## src/lgt_ram.sv

```systemverilog
// ----------------------------------------------------------------------------
// lgt_ram
// Generic simple dual-port RAM: one write port, one read port, registered read.
// ----------------------------------------------------------------------------
module lgt_ram #(
  parameter int WIDTH = 128,
  parameter int DEPTH = 32
) (
  input  logic                     clk,
  input  logic                     we,
  input  logic [$clog2(DEPTH)-1:0] waddr,
  input  logic [WIDTH-1:0]         wdata,
  input  logic [$clog2(DEPTH)-1:0] raddr,
  output logic [WIDTH-1:0]         rdata
);

  logic [WIDTH-1:0] mem [DEPTH];

  always_ff @(posedge clk) begin
    if (we) begin
      mem[waddr] <= wdata;
    end
    rdata <= mem[raddr];
  end

endmodule

```

## config.mk

```make
export PLATFORM = sky130hd
export DESIGN_NAME = lgt_ram
export DESIGN_NICKNAME = d
export VERILOG_FILES = /design/src/lgt_ram.sv
export SDC_FILE = /design/constraint.sdc
export NUM_CORES = 2
export LEC_CHECK = 0
export BUFFER_PORTS_ARGS = -buffer_cell sky130_fd_sc_hd__clkbuf_2
export CORE_UTILIZATION = 30
export CTS_BUF_LIST = sky130_fd_sc_hd__clkbuf_8 sky130_fd_sc_hd__clkbuf_16
export DETAILED_ROUTE_END_ITERATION = 10
export GPL_TIMING_DRIVEN = 0
export REMOVE_ABC_BUFFERS = 1
export SYNTH_ARGS = -nofsm -noshare
export SYNTH_HDL_FRONTEND = slang
export SYNTH_SLANG_ARGS = --single-unit
```

## constraint.sdc

```tcl
create_clock -name clk -period 20.1 [get_ports clk]
set_input_delay 1.005 -clock clk [delete_from_list [all_inputs] [get_ports clk]]
set_output_delay 1.005 -clock clk [all_outputs]
set_load 0.1 [all_outputs]
```

==> results.cfg <==
[final_layout]
drive_gt1_share_pct = 30.3
final_util_pct = 36.1
nets = 7294
stdcell_area_mm2 = 0.185
synthToLayoutAreaGrowth_pct = 19.5

[timing]
finalSetupViolations = 0
rsz0062_at_grt = false
tns_ns = 0
max_freq_ghz = 0.210
report.final.slew_viol_count = 0
finalClockSkew_ns = 0.0629
finalHoldViolCount = 0
finalCritPeriodShare_pct = 23.6
hold_ws_ns = 0.598
period_needed_ns = 4.75
slew_headroom_pct = 9.69
worstMarginPinSlew_ns = 1.34

[synth]
ys.flop_type = edfxtp_1
async_flop_share_pct = 0
synthCells = 6440
synth_area_mm2 = 0.155
ys_warn_count = 0
netlist_top_cells_area = edfxtp_1 (79%), mux4_2 (14%), o22ai_1 (1.8%), dfxtp_1 (1.7%), mux2i_1 (0.88%)
synth_edf_count = 4096
yosys.area.top_type = edfxtp_1
synthDistinctLibCells = 28
syn_area_per_cell_um2 = 24.1
synth-seq-cells = 4224
seq_area_frac_synth_pct = 80.9
synth_top_area_share_pct = 79.2

[place]
placed_area_mm2 = 0.171
io_buffers = 267
gp_congestion = 0.673
post-dp-hpwl_mm = 276

[power]
ir_drop_uv = 116
power.total_mw = 18.8
p_leak_nw = 57.7
powerDensity_mw_per_mm2 = 101

[hold_path]
hp-class = input pin to flop
holdPathStages = 1

[global_route]
grt_pass1_wl_mm = 599
grt_use_total_pct = 16.3
grt_pass1_vias = 74965
grt-ovfl-total = 0
grt_max_degree = 100
antenna_found_initial = 112

[setup_path]
crit_path_end_kind = flop
crit_type = input pin to flop
crit_arrival_ns = 5.52
cp-start-kind = input pin
cp_max_fo = 96
reg2regPathDepth = 3
cp_data_required_time_ns = 20.87

[drt]
vias = 74245
viasPerCell = 5.14
drt_iter0_drc = 8372
drt_pass1_iterations = 5
drc = 0
totalWireLength_mm = 437
wl_per_cell_um = 30.2
ant_nets = 0

[floorplanning]
dieArea_mm2 = 0.520
die_x_um = 721
ios = 268
die_h_um = 721
coreArea_mm2 = 0.514
initial_core_util_pct = 30.2
rows = 263

[flow_run]
cap_violations = 0

[clock_tree]
clk_latency_ns = 1.00
post_cts_buffers = 0
cts_buffers = 433
root_buffer = clkbuf_16
cts_resized = 0
cts_buffer_depth = 4
hold_buffers = 0
clk_pin_slew_ns = 0.06
cts_tree = done
cts.sinks = 4224
htree_levels = 5

[status]
outcome = finished, final reports clean
-- Yosys cell counts, types with 35 or more instances --
cell type and count:
edfxtp_1 4096, mux4_2 956, o22ai_1 444, mux2i_1 136
dfxtp_1 128, nor4_1 111, clkbuf_1 108, a22oi_1 102
buf_2 94, buf_4 67, buf_1 44, nand3_1 37
nor2_1 35
-- cells in the final DEF (no fill, tap or decap), types with 2 or more instances in the layout --
cell type / n
nand3_1: 36
a22oi_1: 102
buf_16: 92
clkinv_2: 76
nor2_4: 35
buf_12: 248
clkinv_4: 11
clkinvlp_4: 14
inv_6: 15
nor4_2: 16
nand4_1: 17
clkbuf_8: 25
mux2i_1: 136
inv_8: 4
dfxtp_1: 128
bufinv_16: 27
clkinv_1: 83
buf_4: 11
clkbuf_2: 265
nand3b_1: 6
nand2_4: 2
diode_2: 37
or3b_2: 3
mux4_2: 956
clkinv_8: 6
nand2_1: 2
clkinv_16: 7
o22ai_1: 444
nor4_1: 95
inv_1: 97
nor2b_4: 3
buf_8: 10
edfxtp_1: 4096
buf_6: 3
inv_16: 5
clkbuf_16: 438
-- through the flow --
| stage | setup WS [ns] | cells |
|---|---|---|
| finish | 15.35 | 14452 |
| global route | 15.20 | 14423 |
| CTS | 15.29 | 14415 |
| detailed placement | 14.21 | 13609 |
| global placement | -41.02 | 13245 |
| floorplan | 12.57 | 6088 |
-- report_power, final --
group | switching (mW) | internal [mW] | total [mW]
Clock | 3.43 | 4.41 | 7.84
Combinational | 0.766 | 0.330 | 1.10
Sequential | 0.0515 | 9.79 | 9.85
Total | 4.25 | 14.5 | 18.8
-- logic make-up after synthesis --
logic type | synth area share (%)
AOI/OAI and AO/OA | 2.28
DFF | 80.9
buffers and inverters | 1.26
and+or+nand+nor | 0.832
muxes | 14.7
-- metal layers --
metal	share of wire, %	vias to the layer above	wire (µm)	track usage, %
li1	-	29597	-	-
met1	39	40630	170000	21.0
met2	50	3215	216000	27.7
met3	8.6	743	37400	3.72
met4	2.8	60	12300	4.27
met5	0.086	-	377	0
-- worst max-delay path: stages --
cell and delay, ns:
clkbuf_8 0.58, buf_16 0.45, buf_16 0.38, buf_16 0.35, buf_16 0.41, buf_16 0.42, mux4_2 0.33, o22ai_1 0.09
nor4_1 0.93
-- cell type report --
cell class / instances / area [µm²]
fillers: 46213 / 329000
flip-flops and latches: 4224 / 126000
multi-input cells: 1864 / 28200
clock buffers: 461 / 11300
repair buffers: 631 / 9120
well taps: 6890 / 8620
clock inverters: 345 / 2650
diodes: 37 / 92.6
-- path summary, 6_finish.rpt --
check	to	startpoint	slack (ns)
worst max-delay path	rdata[7]	raddr[2]	15.35
worst min-delay path	mem[13][92]	wdata[92]	0.60
worst max register to register	rdata[61]	mem[28][61]	18.09
worst min register to register	rdata[8]	mem[31][8]	0.71
-- sequential cells by signal (all words and copies together), names as in the netlist --
signal	flops
rdata	128
mem	4096
(Power assumes the default switching activity.)
