**src/lgt_pkg.sv**
```systemverilog
// ----------------------------------------------------------------------------
// lgt_pkg
// Shared constants and types for the toroidal life generation block: field
// widths, register indexes, operation codes, rule counts and controller states.
// ----------------------------------------------------------------------------
package lgt_pkg;

  localparam int DEF_MAX_ROWS = 32;
  localparam int DEF_MAX_COLS = 128;

  localparam int MODE_W     = 2;
  localparam int ROW_W      = 5;
  localparam int COL_W      = 7;
  localparam int ROWS_CFG_W = 6;
  localparam int COLS_CFG_W = 8;
  localparam int CFG_IDX_W  = 1;
  localparam int CFG_DATA_W = 8;
  localparam int CNT_W      = 4;

  localparam logic [ROWS_CFG_W-1:0] ROWS_RESET = ROWS_CFG_W'(25);
  localparam logic [COLS_CFG_W-1:0] COLS_RESET = COLS_CFG_W'(80);
  localparam int MIN_SIZE = 3;

  localparam logic [CFG_IDX_W-1:0] REG_ROWS = CFG_IDX_W'(0);
  localparam logic [CFG_IDX_W-1:0] REG_COLS = CFG_IDX_W'(1);

  localparam logic [MODE_W-1:0] MODE_WRITE = MODE_W'(0);
  localparam logic [MODE_W-1:0] MODE_STEP  = MODE_W'(1);
  localparam logic [MODE_W-1:0] MODE_READ  = MODE_W'(2);

  localparam logic [CNT_W-1:0] KEEP_COUNT  = CNT_W'(2);
  localparam logic [CNT_W-1:0] BIRTH_COUNT = CNT_W'(3);

  typedef enum logic [2:0] {
    ST_IDLE,
    ST_ROW_WAIT,
    ST_SWEEP,
    ST_DRAIN,
    ST_FINISH
  } state_t;

endpackage

```
**src/lgt_row_calc.sv**
```systemverilog
// ----------------------------------------------------------------------------
// lgt_row_calc
// Next state of one grid row from a three-row window, B3/S23, with horizontal
// wrap at the column count in use. Columns beyond it keep their value.
// ----------------------------------------------------------------------------
module lgt_row_calc #(
  parameter int MAX_COLS = 128
) (
  input  logic [MAX_COLS-1:0]           top,
  input  logic [MAX_COLS-1:0]           mid,
  input  logic [MAX_COLS-1:0]           bot,
  input  logic [$clog2(MAX_COLS+1)-1:0] nc,
  output logic [MAX_COLS-1:0]           nxt
);
  import lgt_pkg::*;

  localparam int NC_W  = $clog2(MAX_COLS + 1);
  localparam int COL_AW = $clog2(MAX_COLS);

  logic [COL_AW-1:0] last_idx;
  logic              top_last;
  logic              mid_last;
  logic              bot_last;

  assign last_idx = COL_AW'(nc - NC_W'(1));
  assign top_last = top[last_idx];
  assign mid_last = mid[last_idx];
  assign bot_last = bot[last_idx];

  for (genvar c = 0; c < MAX_COLS; c++) begin : g_cell
    logic             tl, tr, ml, mr, bl, br;
    logic [CNT_W-1:0] cnt;

    if (c == 0) begin : g_left_wrap
      assign tl = top_last;
      assign ml = mid_last;
      assign bl = bot_last;
    end else begin : g_left
      assign tl = top[c-1];
      assign ml = mid[c-1];
      assign bl = bot[c-1];
    end

    if (c == MAX_COLS - 1) begin : g_right_wrap
      assign tr = top[0];
      assign mr = mid[0];
      assign br = bot[0];
    end else begin : g_right
      logic at_end;
      assign at_end = (32'(c) + 32'd1) == 32'(nc);
      assign tr = at_end ? top[0] : top[c+1];
      assign mr = at_end ? mid[0] : mid[c+1];
      assign br = at_end ? bot[0] : bot[c+1];
    end

    assign cnt = CNT_W'(tl) + CNT_W'(top[c]) + CNT_W'(tr)
               + CNT_W'(ml) + CNT_W'(mr)
               + CNT_W'(bl) + CNT_W'(bot[c]) + CNT_W'(br);

    assign nxt[c] = (32'(c) < 32'(nc))
                  ? ((cnt == BIRTH_COUNT) || (mid[c] && (cnt == KEEP_COUNT)))
                  : mid[c];
  end

endmodule

```
**config.mk**
```make
export PLATFORM = sky130hd
export DESIGN_NAME = lgt_row_calc
export DESIGN_NICKNAME = d
export VERILOG_FILES = /design/src/lgt_pkg.sv /design/src/lgt_row_calc.sv
export SDC_FILE = /design/constraint.sdc
export NUM_CORES = 2
export LEC_CHECK = 0
export ABC_CLOCK_PERIOD_IN_PS = 15050
export BUFFER_PORTS_ARGS = -buffer_cell sky130_fd_sc_hd__buf_2
export CAP_MARGIN = 30
export CORE_ASPECT_RATIO = 0.6
export CORE_MARGIN = 1.5
export CORE_UTILIZATION = 39
export DETAILED_ROUTE_END_ITERATION = 10
export SETUP_SLACK_MARGIN = 0.4
export SLEW_MARGIN = 0
export SYNTH_ARGS = -nofsm -noshare
export SYNTH_HDL_FRONTEND = slang
export SYNTH_SLANG_ARGS = --single-unit
```
**constraint.sdc**
```tcl
create_clock -name vclk -period 15.05
set_clock_uncertainty 0.1 [all_clocks]
set_input_delay 0.7525 -clock vclk [all_inputs]
set_output_delay 0.7525 -clock vclk [all_outputs]
set_load 0.05 [all_outputs]
```
==> results.md <==
- Post-CTS sizing: 0
- GP Congestion: 0.938
- Final ANT Viol Nets: 0
- Startpoint types: primary input
- Vias per cell: 5.75
- Post-CTS Setup Inserts: 0
- Syn_nets: 4480
- Pleak: 0.0159 uW
- Average size of a mapped cell: 9.22 um^2
- PortBufs: between 500 and 600
- DR vias: 26700
- Min-Delay Path Class: primary input to primary output
- Layout net count: 4933
- Post-layout minimum cycle time: 9.12 ns
- Syn Inst Count: 3187
- Status: completed
- WL per Instance: roughly 26 um
- HP Start: mid[116]
- Final Instance Area: 33200 um^2
- Vias in the first global route: between 20000 and 30000
- Synth unique cells: 40
- CTS hold repair buffers: 0
- Synth Area in XOR/XNOR: 0.149%
- Crit path kind: primary input to primary output
- Final Total Pwr: 2480 uW
- Critical Path End Type: primary output
- Pre-CTS setup slack: roughly 5.7 ns
- Post-DP Area: 33100 um^2
- GRT Util Overall: 31.5%
- Area delta synth->final: 13.0%
- RSZ-0062 raised after global routing: no
- Count of final max-slew check failures: 0
- Syn Std Cell Area: 29400 um^2
- Largest family of logic cells by synthesized area: adder cells
- Pin count of the biggest net entering global routing: 67
- Worst setup margin: 5.93 ns
- Worst slew pin tran: 1.10 ns
- Max Cap Viol: 0
- Setup TNS: 0 ns
- Total core area: 74100 um^2
- Post-synthesis compound-gate area fraction: 12.3%
- Adder-cell share of the synthesized area: 51.5%
- Worst path required time: 14.20 ns
- Worst Setup SP: nc[0]
- FF+latch area: 0 um^2
- Initial antenna violation count: 37
- Final WL: 122000 um
- Syn. warnings: 0
- Simple-Gate Fraction of Synth Area: 8.95%
- Data arrival, critical path: 8.27 ns
- Global-route wire length before repair: 180000 um
- Setup violators final: 0
- DIE HEIGHT: 216 um
- Highest Clock Rate: 110 MHz
- DR iter-0 viols: 2504
- FFs & Latches: 0
- Period utilization: 60.6%
- Relative max-transition margin: 26.8%
- GR Overflow Total: 0
- Clkbuf count: 0
- FP Rows: between 70 and 80
- Register area share after synthesis: 0%
- Final Hold Fails: 0
- Fill cells: about 7300
- Die X: 357 um
- DRC: 0
- Full die area: 77000 um^2
- I/O pins: 520
- Initial core utilization: roughly two fifths
- Post-DP HPWL: 101000 um
- CP max FO: between 60 and 70
- Peak VDD IR: roughly 0.000054 V
- PD cells: 74.8 nW/um^2
- DR pass1 iterations: 6
- Post-synthesis mux area share: between 20% and 30%
- Share of layout cells above drive strength 1: a little over a fifth
cell usage after synthesis, types with 8 or more instances:
cell	instances	area (um^2)
a21oi_1	416	2080
a31oi_1	28	175
buf_2	19	95.1
clkbuf_1	78	293
fa_1	512	10200
ha_1	389	4870
inv_1	401	1510
mux2_2	94	1060
mux2i_1	266	2660
mux4_1	8	210
mux4_2	88	1980
nand2_1	281	1050
nand2b_1	10	62.6
nand3_1	161	806
nor2_1	106	398
nor3_1	23	115
o21ai_0	223	1120
o22ai_1	12	75.1
o2bb2ai_1	12	105
cell usage in the layout (no fill, tap or decap), types with 3 or more instances in the layout:
cell         n
buf_2      517
fa_1       512
a21oi_1    416
inv_1      400
ha_1       388
nand2_1    281
mux2i_1    266
o21ai_0    222
nand3_1    161
nor2_1     104
mux2_2      94
mux4_2      88
buf_4       42
diode_2     28
a31oi_1     28
nor3_1      18
o2bb2ai_1   12
o22ai_1     12
nand2b_1    10
mux4_1       8
nor3_2       6
nor2b_1      6
and2_1       6
o31ai_1      4
nand4_1      4
and3_1       3
o21ai_1      3
xnor2_1      3
critical path: stages:
cell and delay, ns:
buf_6 0.59, inv_1 0.36, ha_4 0.69, buf_4 0.27, buf_16 0.32, mux4_2 0.55, mux2_2 0.32, o22ai_1 0.21
nor3_1 0.09, or4_1 0.55, fa_1 0.50, inv_1 0.06, fa_1 0.51, fa_1 0.55, inv_1 0.04, ha_1 0.22
fa_1 0.41, o21ai_0 0.17, nand2_1 0.07, a21oi_1 0.59, buf_2 0.40
final cells by class:
type	count	area [um^2]	share of cell area (%)
repair buffers	564	3000	9.03
inverters	402	1510	4.55
multi-input cells	2672	27400	82.5
diodes	28	70.1	0.211
well taps	987	1230	3.72
metrics by stage:
stage | hold slack [ns] | cells | utilization, %
2_1_floorplan | 1.70 | 3187 | -
3_3_place_gp | 1.88 | 4619 | 44.6
3_5_place_dp | 1.88 | 4622 | 44.6
4_1_cts | 1.88 | 4622 | 44.6
5_1_grt | 1.91 | 4637 | 44.8
6_report | 1.89 | 4653 | 44.8
cell families (layout without fill, tap and decap cells):
kind of cell    after synthesis  after routing
fa+ha+maj                   901            901
compound gates              701            701
simple gates                609            609
buf+inv                     515            966
mux                         456            456
xor+xnor                      5              5
other cells                   0             28
metal layers:
metal	vias up	track usage [%]	wire (um)
met4	22	8.14	2980
met5	-	0	149
li1	12100	-	-
met1	13100	46.4	54200
met3	186	8.90	13800
met2	1357	44.8	50700
power by group:
| part | leakage (uW) | internal [uW] | switching, uW |
|---|---|---|---|
| combinational | 0.0159 | 875 | 1610 |
| sequential | 0 | 0 | 0 |
| clock | 0.000000178 | 0.000109 | 0 |
| total | 0.0159 | 875 | 1610 |
worst paths after layout:
path | cells past startpoint | slack (ns) | to
worst min-delay path | 4 | 1.89 | nxt[116]
worst max-delay path | 21 | 5.93 | nxt[0]
(Power assumes the default switching activity.)
